[src/rtl/dsdate_pkg.sv]
// Package for the day serial to date converter.
// Holds shared widths, calendar constants, the controller/datapath
// interface structs and the calendar helper functions. No dependencies.
`timescale 1ns / 1ps

package dsdate_pkg;

  localparam int SerialW    = 17;
  localparam int OffsetW    = 8;
  localparam int YearW      = 12;
  localparam int MonthW     = 4;
  localparam int DayW       = 5;
  localparam int YearLenW   = 9;
  localparam int MonthLenW  = 5;

  localparam logic [YearW-1:0]     FirstYear  = 12'd1900;
  localparam logic [OffsetW-1:0]   LastOffset = 8'd199;
  localparam logic [SerialW-1:0]   LastSerial = 17'd73049;
  localparam logic [MonthW-1:0]    LastMonth  = 4'd12;
  localparam logic [MonthW-1:0]    FirstMonth = 4'd1;
  localparam logic [DayW-1:0]      MaxDay     = 5'd31;
  localparam logic [MonthLenW-1:0] BaseMonth  = 5'd28;
  localparam logic [YearLenW-1:0]  BaseYear   = 9'd365;

  typedef struct packed {
    logic load;
    logic year_step;
    logic month_step;
    logic out_load;
  } dsdate_cmd_t;

  typedef struct packed {
    logic year_done;
    logic month_done;
  } dsdate_status_t;

  // The first year is divisible by 4 but not by 400, and the last offset
  // stops short of the next century, so only the first year breaks the
  // plain rule of four in this range.
  function automatic logic leap_offset(input logic [OffsetW-1:0] off);
    return (off[1:0] == 2'b00) && (off != '0);
  endfunction

  function automatic logic [MonthLenW-1:0] month_length(input logic [MonthW-1:0] m,
                                                        input logic leap);
    logic [MonthLenW-1:0] len;
    len = BaseMonth;
    unique case (m)
      4'd1, 4'd3, 4'd5, 4'd7, 4'd8, 4'd10, 4'd12: len = BaseMonth + 5'd3;
      4'd4, 4'd6, 4'd9, 4'd11:                    len = BaseMonth + 5'd2;
      default:                                    len = BaseMonth + {4'd0, leap};
    endcase
    return len;
  endfunction

endpackage

[src/rtl/day_serial_to_date.sv]
// Day serial to Gregorian date converter, top level.
// Serial 1 is 1900-01-01. The input channel (in_valid_i / in_stall_o) carries
// a signed 32-bit serial in day_number_i; one transfer happens at a rising
// edge with valid high and stall low. The output channel (out_valid_o /
// out_stall_i) returns year_o, month_o and day_o for each input.
// Serials at or below zero give 1900-01-01, serials past 2099-12-31 give
// that date.
// Sequence: from the accepting edge the controller walks whole years (up to
// 199), sees the year walk end, walks months (up to 11), then writes the
// output register and raises out_valid_o; it waits in the month state while
// the output register is not free. The next input can transfer once the
// controller is back in idle.
// One conversion is in flight at a time; in_stall_o is high from the
// accepting edge until the result is written to the output register.
// A finished result waits in the output register while out_stall_i is high;
// the next input may be accepted meanwhile, and its result waits in the
// walk registers until the output register frees.
// Reset clears the controller and output valid; no result is pending after.
`timescale 1ns / 1ps

module day_serial_to_date import dsdate_pkg::*; (
  input  logic                clk_i,
  input  logic                rst_ni,
  input  logic                in_valid_i,
  output logic                in_stall_o,
  input  logic signed [31:0]  day_number_i,
  output logic                out_valid_o,
  input  logic                out_stall_i,
  output logic [YearW-1:0]    year_o,
  output logic [MonthW-1:0]   month_o,
  output logic [DayW-1:0]     day_o
);

  dsdate_cmd_t    cmd;
  dsdate_status_t status;

  dsdate_ctrl u_ctrl (
    .clk_i       (clk_i),
    .rst_ni      (rst_ni),
    .in_valid_i  (in_valid_i),
    .in_stall_o  (in_stall_o),
    .out_valid_o (out_valid_o),
    .out_stall_i (out_stall_i),
    .status_i    (status),
    .cmd_o       (cmd)
  );

  dsdate_dp u_dp (
    .clk_i        (clk_i),
    .rst_ni       (rst_ni),
    .day_number_i (day_number_i),
    .cmd_i        (cmd),
    .status_o     (status),
    .year_o       (year_o),
    .month_o      (month_o),
    .day_o        (day_o)
  );

endmodule

[src/rtl/dsdate_dp.sv]
// Datapath of the day serial to date converter: clamp, year and month
// walk registers, and the output payload registers.
// Depends on dsdate_pkg.
`timescale 1ns / 1ps

module dsdate_dp import dsdate_pkg::*; (
  input  logic                 clk_i,
  input  logic                 rst_ni,
  input  logic signed [31:0]   day_number_i,
  input  dsdate_cmd_t          cmd_i,
  output dsdate_status_t       status_o,
  output logic [YearW-1:0]     year_o,
  output logic [MonthW-1:0]    month_o,
  output logic [DayW-1:0]      day_o
);

  logic [SerialW-1:0]   rem_q, rem_d;
  logic [OffsetW-1:0]   off_q, off_d;
  logic [MonthW-1:0]    mon_q, mon_d;
  logic [YearW-1:0]     year_q;
  logic [MonthW-1:0]    month_q;
  logic [DayW-1:0]      day_q;
  logic [SerialW-1:0]   clamped;
  logic                 leap;
  logic [YearLenW-1:0]  year_len;
  logic [MonthLenW-1:0] mon_len;
  logic [DayW-1:0]      day_sat;

  always_comb begin
    priority if (day_number_i[31] || day_number_i == 32'sd0) begin
      clamped = SerialW'(1);
    end else if (day_number_i > $signed({15'd0, LastSerial})) begin
      clamped = LastSerial;
    end else begin
      clamped = day_number_i[SerialW-1:0];
    end
  end

  assign leap     = leap_offset(off_q);
  assign year_len = BaseYear + {8'd0, leap};
  assign mon_len  = month_length(mon_q, leap);

  assign status_o.year_done  = (rem_q <= {8'd0, year_len}) || (off_q >= LastOffset);
  assign status_o.month_done = (rem_q <= {12'd0, mon_len}) || (mon_q >= LastMonth);

  always_comb begin
    rem_d = rem_q;
    off_d = off_q;
    mon_d = mon_q;
    priority if (cmd_i.load) begin
      rem_d = clamped;
      off_d = '0;
      mon_d = FirstMonth;
    end else if (cmd_i.year_step) begin
      rem_d = rem_q - {8'd0, year_len};
      off_d = off_q + 8'd1;
    end else if (cmd_i.month_step) begin
      rem_d = rem_q - {12'd0, mon_len};
      mon_d = mon_q + 4'd1;
    end else begin
      rem_d = rem_q;
    end
  end

  always_comb begin
    priority if (rem_q == '0) begin
      day_sat = DayW'(1);
    end else if (rem_q > {12'd0, MaxDay}) begin
      day_sat = MaxDay;
    end else begin
      day_sat = rem_q[DayW-1:0];
    end
  end

  always_ff @(posedge clk_i or negedge rst_ni) begin
    if (!rst_ni) begin
      rem_q   <= '0;
      off_q   <= '0;
      mon_q   <= FirstMonth;
      year_q  <= FirstYear;
      month_q <= FirstMonth;
      day_q   <= DayW'(1);
    end else begin
      rem_q <= rem_d;
      off_q <= off_d;
      mon_q <= mon_d;
      if (cmd_i.out_load) begin
        year_q  <= FirstYear + {4'd0, off_q};
        month_q <= mon_q;
        day_q   <= day_sat;
      end
    end
  end

  assign year_o  = year_q;
  assign month_o = month_q;
  assign day_o   = day_q;

endmodule

[src/rtl/dsdate_ctrl.sv]
// Controller of the day serial to date converter: sequences the year and
// month walks and owns the input stall and output valid.
// Depends on dsdate_pkg.
`timescale 1ns / 1ps

module dsdate_ctrl import dsdate_pkg::*; (
  input  logic           clk_i,
  input  logic           rst_ni,
  input  logic           in_valid_i,
  output logic           in_stall_o,
  output logic           out_valid_o,
  input  logic           out_stall_i,
  input  dsdate_status_t status_i,
  output dsdate_cmd_t    cmd_o
);

  localparam logic [1:0] StIdle  = 2'd0;
  localparam logic [1:0] StYear  = 2'd1;
  localparam logic [1:0] StMonth = 2'd2;

  logic [1:0] state_q, state_d;
  logic       out_valid_q, out_valid_d;
  logic       out_free;

  // The output register can take a new result when empty or when its
  // current result transfers in this cycle.
  assign out_free = !out_valid_q || !out_stall_i;

  always_comb begin
    state_d = state_q;
    cmd_o   = '0;
    unique case (state_q)
      StIdle: begin
        if (in_valid_i) begin
          cmd_o.load = 1'b1;
          state_d    = StYear;
        end
      end
      StYear: begin
        if (status_i.year_done) begin
          state_d = StMonth;
        end else begin
          cmd_o.year_step = 1'b1;
        end
      end
      StMonth: begin
        if (!status_i.month_done) begin
          cmd_o.month_step = 1'b1;
        end else if (out_free) begin
          cmd_o.out_load = 1'b1;
          state_d        = StIdle;
        end
      end
      default: state_d = StIdle;
    endcase
  end

  always_comb begin
    out_valid_d = out_valid_q;
    if (out_valid_q && !out_stall_i) begin
      out_valid_d = 1'b0;
    end
    if (cmd_o.out_load) begin
      out_valid_d = 1'b1;
    end
  end

  always_ff @(posedge clk_i or negedge rst_ni) begin
    if (!rst_ni) begin
      state_q     <= StIdle;
      out_valid_q <= 1'b0;
    end else begin
      state_q     <= state_d;
      out_valid_q <= out_valid_d;
    end
  end

  assign in_stall_o  = (state_q != StIdle);
  assign out_valid_o = out_valid_q;

endmodule

[config.mk]
export PLATFORM = sky130hd
export DESIGN_NAME = day_serial_to_date
export DESIGN_NICKNAME = d
export VERILOG_FILES = /design/src/rtl/dsdate_pkg.sv /design/src/rtl/day_serial_to_date.sv /design/src/rtl/dsdate_dp.sv /design/src/rtl/dsdate_ctrl.sv
export SDC_FILE = /design/constraint.sdc
export NUM_CORES = 1
export LEC_CHECK = 0
export BUFFER_PORTS_ARGS = -buffer_cell sky130_fd_sc_hd__buf_4
export CAP_MARGIN = 20
export CELL_PAD_IN_SITES_DETAIL_PLACEMENT = 1
export CELL_PAD_IN_SITES_GLOBAL_PLACEMENT = 1
export CORE_ASPECT_RATIO = 1.5
export CORE_MARGIN = 2
export CORE_UTILIZATION = 46
export CTS_BUF_LIST = sky130_fd_sc_hd__clkbuf_4 sky130_fd_sc_hd__clkbuf_8 sky130_fd_sc_hd__clkbuf_16
export DETAILED_ROUTE_END_ITERATION = 7
export GPL_TIMING_DRIVEN = 0
export PLACE_DENSITY = 0.94
export SYNTH_ARGS = -nofsm -noshare
export SYNTH_HDL_FRONTEND = slang
export SYNTH_SLANG_ARGS = --single-unit
[constraint.sdc]
create_clock -name clk_i -period 5.6 [get_ports clk_i]
set_input_delay 0.28 -clock clk_i [delete_from_list [all_inputs] [get_ports clk_i]]
set_output_delay 0.28 -clock clk_i [all_outputs]
set_load 0.05 [all_outputs]
### Yosys cells after proc, flatten, opt, wreduce, memory -nomap -nowiden

Index checks and enable logic that the tools add are counted.
W data, S select, Z words.

| storage, ports and cells | value |
|---|---|
| output and inout port bits | 23 |
| input port bits | 36 |
| register bits | 53 |
| word-level logic and storage cells | 89 |

| operators by class | value |
|---|---|
| $add $sub $neg | 7 |
| magnitude comparators | 6 |
| multiplexer cells | 28 |
| eq/ne operators | 18 |
| reduce and logical (&&, ||, !) cells | 22 |

Operators with widths:

| kind | number |
|---|---|
| $mux W17 | 5 |
| $gt A32 B18 Y1 const B | 1 |
| $logic_not A32 Y1 | 1 |
| $eq A4 B4 Y1 const B | 5 |
| $gt A17 B5 Y1 const B | 1 |
| $le A17 B5 Y1 | 1 |
| $le A17 B9 Y1 | 1 |
| $logic_not A17 Y1 | 1 |
| $sub A17 B5 Y17 | 1 |
| $sub A17 B9 Y17 | 1 |
| $eq A4 B3 Y1 const B | 4 |
| $mux W8 | 2 |
| $add A11 B8 Y12 const A | 1 |
| $mux W4 | 3 |
| $mux W2 | 5 |
| $mux W5 | 2 |
| $pmux W5 S2 | 1 |
| $add A9 B1 Y9 const A | 1 |
| $mux W1 | 9 |
| $add A8 B1 Y8 const B | 1 |
| $ge A8 B8 Y1 const B | 1 |
| $reduce_bool A2 Y1 | 4 |
| $reduce_bool A8 Y1 | 1 |
| $reduce_or A7 Y1 | 1 |
| 18 further kinds | 27 |

### Depth between registers and ports, before layout

| logic depth | value |
|---|---|
| depth in word-level cells | 11 |
| depth in mapped cells | 16 |
| mapped depth without buffers | 15 |

### Modules after synthesis

From an unflattened synthesis, not the netlist that was laid out.

| second synthesis, totals | value |
|---|---|
| cell total of the unflattened synthesis | 350 |
| area total of the unflattened synthesis | 3223.1 um^2 |

Modules (own cells, without submodules):

| module | sequential area each (um^2) | cells an instance | area an instance (um^2) | instances |
|---|---|---|---|---|
| dsdate_dp | 1263.7 | 330 | 3037.9 | 1 |
| dsdate_ctrl | 75.1 | 20 | 185.2 | 1 |

### Worst setup path after synthesis

Ideal clock, no wire load.

| timing path | value |
|---|---|
| path type | register to register |
| from | register u_dp.mon_q[0] |
| to | register u_dp.rem_q[16] |
| stages on the path, launching flop included | 16 |
| arrival | 2665 ps |
| setup time | 139 ps |
| required time | 5461 ps |
| clock period less this slack | 2804 ps |
| setup slack | 2796 ps |
| buffers on the path | 0 |
| cell sequence | dfstp_2 inv_1 ha_1 nor2_1 nor2_1 nand2_1 o21ai_0 o221ai_1 ha_1 inv_1 fa_1 and3_1 nor2_1 a22oi_2 o311ai_0 o21ai_0 |

| between the ends | value |
|---|---|
| cells in the longest elaborated chain, start to end | 8 |
| elaborated cells between the ends (all ways) | 24 |
| those cells by class | add/sub (1); order compare (2); eq/ne (11); mux (6); reduce/logical (4) |

Ends and longest elaborated chain:

| what | line | text |
|---|---|---|
| start: declaration | dsdate_dp.sv:19 | `logic [MonthW-1:0] mon_q, mon_d;` |
| start signal: assignment | dsdate_dp.sv:79 | `mon_q <= FirstMonth;` |
| start signal: assignment | dsdate_dp.sv:86 | `mon_q <= mon_d;` |
| $eq A4 B1 Y1 (tied with other cells) | dsdate_pkg.sv:48 | `unique case (m)` |
| $reduce_or A7 Y1 / $reduce_or A4 Y1 (equally long branches) | dsdate_pkg.sv:48 |  |
| $pmux W5 S2 | dsdate_pkg.sv:48 |  |
| $le A17 B5 Y1 | dsdate_dp.sv:44 | `assign status_o.month_done = (rem_q <= {12'd0, mon_len}) \|\| (mon_q >= LastMonth);` |
| $logic_or A1 B1 Y1 | dsdate_dp.sv:44 |  |
| $mux W1 | dsdate_ctrl.sv:47 | `if (!status_i.month_done) begin` |
| $mux W2 | dsdate_ctrl.sv:32 | `unique case (state_q)` |
| $reduce_bool A3 Y1 (no source line) | - |  |
| end signal: assignment | dsdate_dp.sv:84 | `rem_q <= rem_d;` |
| end: declaration | dsdate_dp.sv:17 | `logic [SerialW-1:0] rem_q, rem_d;` |

Parallel ways exist; a longest one is shown, timed or not. The select of a mux whose other input is x is not followed.
A chain may end at the register's enable or synchronous reset.

### Worst setup path in the final report

| timing path | value |
|---|---|
| from | register u_dp.mon_q[0] |
| to | register u_dp.rem_q[11] |

Same word-level chain as after synthesis.

==> metrics.md <==
| Metric | Value |
|---|---|
| CP Cell Sequence | `inv_1 > ha_1 > nor2b_1 > o21ai_0 > o221ai_1 > ha_1 > nor2b_1 > o2111ai_1 > a21oi_1 > buf_2 > o22ai_1 > o311ai_0 > o211ai_1` |
| Die area | `approximately 0.0080 mm^2` |
| Clock Tree Buf Depth | `2` |
| Slew @ Worst Pin | `roughly 860 ps` |
| Largest net degree at the start of global routing | `54` |
| Antenna diode count | `0` |
| Dpl cell area | `between 0.003 and 0.004 mm^2` |
| Max transition margin | `between 40 and 50%` |
| Post-route ant nets | `0` |
| Congestion Overflow GR | `0` |
| Asr flop ratio synth | `between 90% and 100%` |
| Crit Path Max Fanout | `10` |
| CP Launch Type | `register` |
| Initial antenna violation count | `0` |
| Distinct cells, synth | `64` |
| EDFF count, synth | `0` |
| Fraction of the mapped netlist area in compound gates | `a little over a fifth` |
| Gr usage total | `27.0%` |
| Sum Neg Setup Slack | `0 ps` |
| Most frequent cells in the layout | `buf_4 (59), dfrtp_1 (43), nor2_1 (38)` |
| DRC Markers | `0` |
| Final instance area | `around 0.0040 mm^2` |
| DR iter-0 viols | `about 130` |
| Fin. Hold Viols | `18` |
| Post-Synth Simple-Gate Area | `between 20 and 25%` |
| CP max-delay cell | `dfstp_2` |
| Vias per cell | `6.04` |
| Post-synth top area share | `32.0%` |
| Leakage power | `about 1.7 nW` |
| CP required | `just under 6000 ps` |
| Failing checks | `hold timing` |
| # IOs | `59` |
| Yosys Warn Count | `0` |
| First-pass DRT Iterations | `4` |
| Max cap viols | `0` |
| Share of cells above drive strength 1 | `between 20 and 30%` |
| Post-layout power | `~1.3 mW` |
| Rows | `38` |
| Port Buf Inserts | `between 50 and 60` |
| Reg2Reg Depth | `13` |
| Post-Layout Cell Count | `approximately 530` |
| Area delta synth->final | `20.2%` |
| Cells after Synth | `around 370` |
| Via count | `between 3000 and 4000` |
| Outcome | `finished with violations` |
| RSZ-0062 raised after global routing | `no` |
| Worst EP arrival | `3630 ps` |
| Worst hold margin | `-12.6 ps` |
| Routed WL | `roughly 10000 um` |
| Core footprint | `between 0.007 and 0.008 mm^2` |
| Fmax | `roughly 290 MHz` |
| Synth Area per Inst | `9.19 um^2` |
| Clock-pin transition on the worst setup and hold timing paths | `100 ps` |
| Minimum clock period after layout | `~3400 ps` |
| Slew Limit Fails | `0` |
| Hold WC Path Type | `in2async` |
| Die height | `109 um` |
| Starting Density | `between 40% and 50%` |
| Seq cells post-synth | `53` |
| Clock Latency Late Sink | `~330 ps` |
| # setup viols final | `0` |
| First-pass GRT wire length | `roughly 16000 um` |
| Dominant cells by area after synthesis | `dfrtp_1 (32%), dfstp_2 (7.8%), ha_1 (4.8%)` |
| Setup bufs post-CTS | `0` |
| Layout Skew | `10.3 ps` |
| Num CTS Buffers | `5` |
| Hold buffers post-CTS | `0` |
| Critical path's largest stage delay | `approximately 600 ps` |
| Mux contribution to synthesized area | `4.58%` |
| Pwr dens | `between 300 and 400 mW/mm^2` |
| Seq/Total Area, Yosys | `around two fifths` |
| Commonest non-fill, non-tap cell in the layout | `buf_4` |
| Clock Sink Count | `53` |
| Number of global-route vias before repair | `about 3500` |
| Post-Synth XOR/XNOR Area | `2.87%` |
| # H-tree levels | `2` |
| Syn_nets | `~420` |
| Avg WL per Cell | `~19 um` |
| Adder-cell area share of the yosys netlist | `6.03%` |
| CTS Root Buffer Type | `clkbuf_8` |
| Placed Instances | `about 520` |
| Mapped Area | `around 0.0034 mm^2` |
| Critical path class | `reg2reg` |
| Post-CTS sizing | `0` |
| DIE WIDTH | `between 70 and 80 um` |
| Tcrit/Tclk final | `61.5%` |
| Top_reg_cell synth | `dfrtp_1` |
| Final Util | `56.3%` |
| Maximum vdd ir drop | `0.114 mV` |
| Crit path capture type | `register` |
| Final #Nets | `482` |
| CTS tree | `built` |
| Largest family of logic cells by synthesized area | `compound AO/OA/AOI/OAI gates` |
| Hpwl dp | `between 7000 and 8000 um` |
| Synth area leader | `dfrtp_1` |
| Placer congestion estimate | `0.887` |
power by group:
group	switching, mW	leakage, nW	internal [mW]
registers	0.0453	0.613	0.429
clock network	0.131	0.0619	0.151
logic	0.314	1.01	0.188
total	0.490	1.68	0.768
cells in the mapped netlist, drive strengths merged, types with 6 or more instances:
master   n
o311ai   7
o21ai   23
clkbuf  14
nand2   30
nand4    7
mux2    11
dfrtp   43
buf      7
dfstp   10
nand3   14
xor2     6
nor4    12
a21oi   13
o211ai   9
nor3    10
inv     16
nor2    38
ha      13
worst max-delay path, delay by kind of cell (launching register included):
| family | cells | cell delay, ps |
|---|---|---|
| compound gates | 7 | 1540 |
| buf+inv | 2 | 370 |
| fa+ha+maj | 2 | 440 |
| flops | 1 | 600 |
| simple gates | 2 | 340 |
through the flow:
stage / hold slack, ps / setup WS [ps]
floorplan: -15.6 / 2800
global placement: 360 / 2370
detailed placement: 367 / 2130
CTS: 7.39 / 2130
global route: 30.7 / 1870
finish: -12.6 / 2160
per-layer routing:
| layer | share of wire [%] | global-route usage (%) | vias up |
|---|---|---|---|
| li1 | - | - | 1490 |
| met1 | 36 | 27.8 | 1595 |
| met2 | 56 | 49.8 | 103 |
| met3 | 3.8 | 4.53 | 25 |
| met4 | 3.9 | 15.7 | 0 |
| met5 | 0 | 0 | - |
cells by family (layout without fill, tap and decap cells):
family,count (synthesis),in the layout
multiplexers,14,14
XOR/XNOR,11,11
adder cells (fa/ha/maj),15,15
flip-flops,53,53
buffers and inverters,37,103
AND/OR/NAND/NOR,139,139
AO/OA/AOI/OAI,97,97
final timing paths:
path	startpoint	to	slack, ps
hold reg to reg	u_dp.year_o[3]	u_dp.year_o[3]	480
hold / removal	rst_ni	u_dp.day_o[2]	-10
max in group asynchronous	rst_ni	u_dp.month_o[1]	5160
min in group clk_i	day_number_i[7]	u_dp.rem_q[7]	170
setup reg to reg	u_dp.mon_q[0]	u_dp.rem_q[11]	2160
setup / recovery	u_dp.mon_q[0]	u_dp.rem_q[11]	2160
final cells by class:
class / instances / area [um^2]
multi-input combinational: 276 / 1860
clock inverter: 1 / 30.0
buffer: 21 / 100
fill: 876 / 3140
timing repair buffer: 58 / 435
inverter: 16 / 60.1
tap: 100 / 125
clock buffer: 7 / 90.1
sequential: 53 / 1340
sequential cells by signal, indices dropped and copies added, names as in the netlist:
signal              flops
u_dp.month_o            4
u_dp.day_o              5
u_ctrl.state_q          2
u_dp.mon_q              4
u_dp.year_o            12
u_dp.rem_q             17
u_dp.off_q              8
u_ctrl.out_valid_o      1
(Power assumes the default switching activity.)
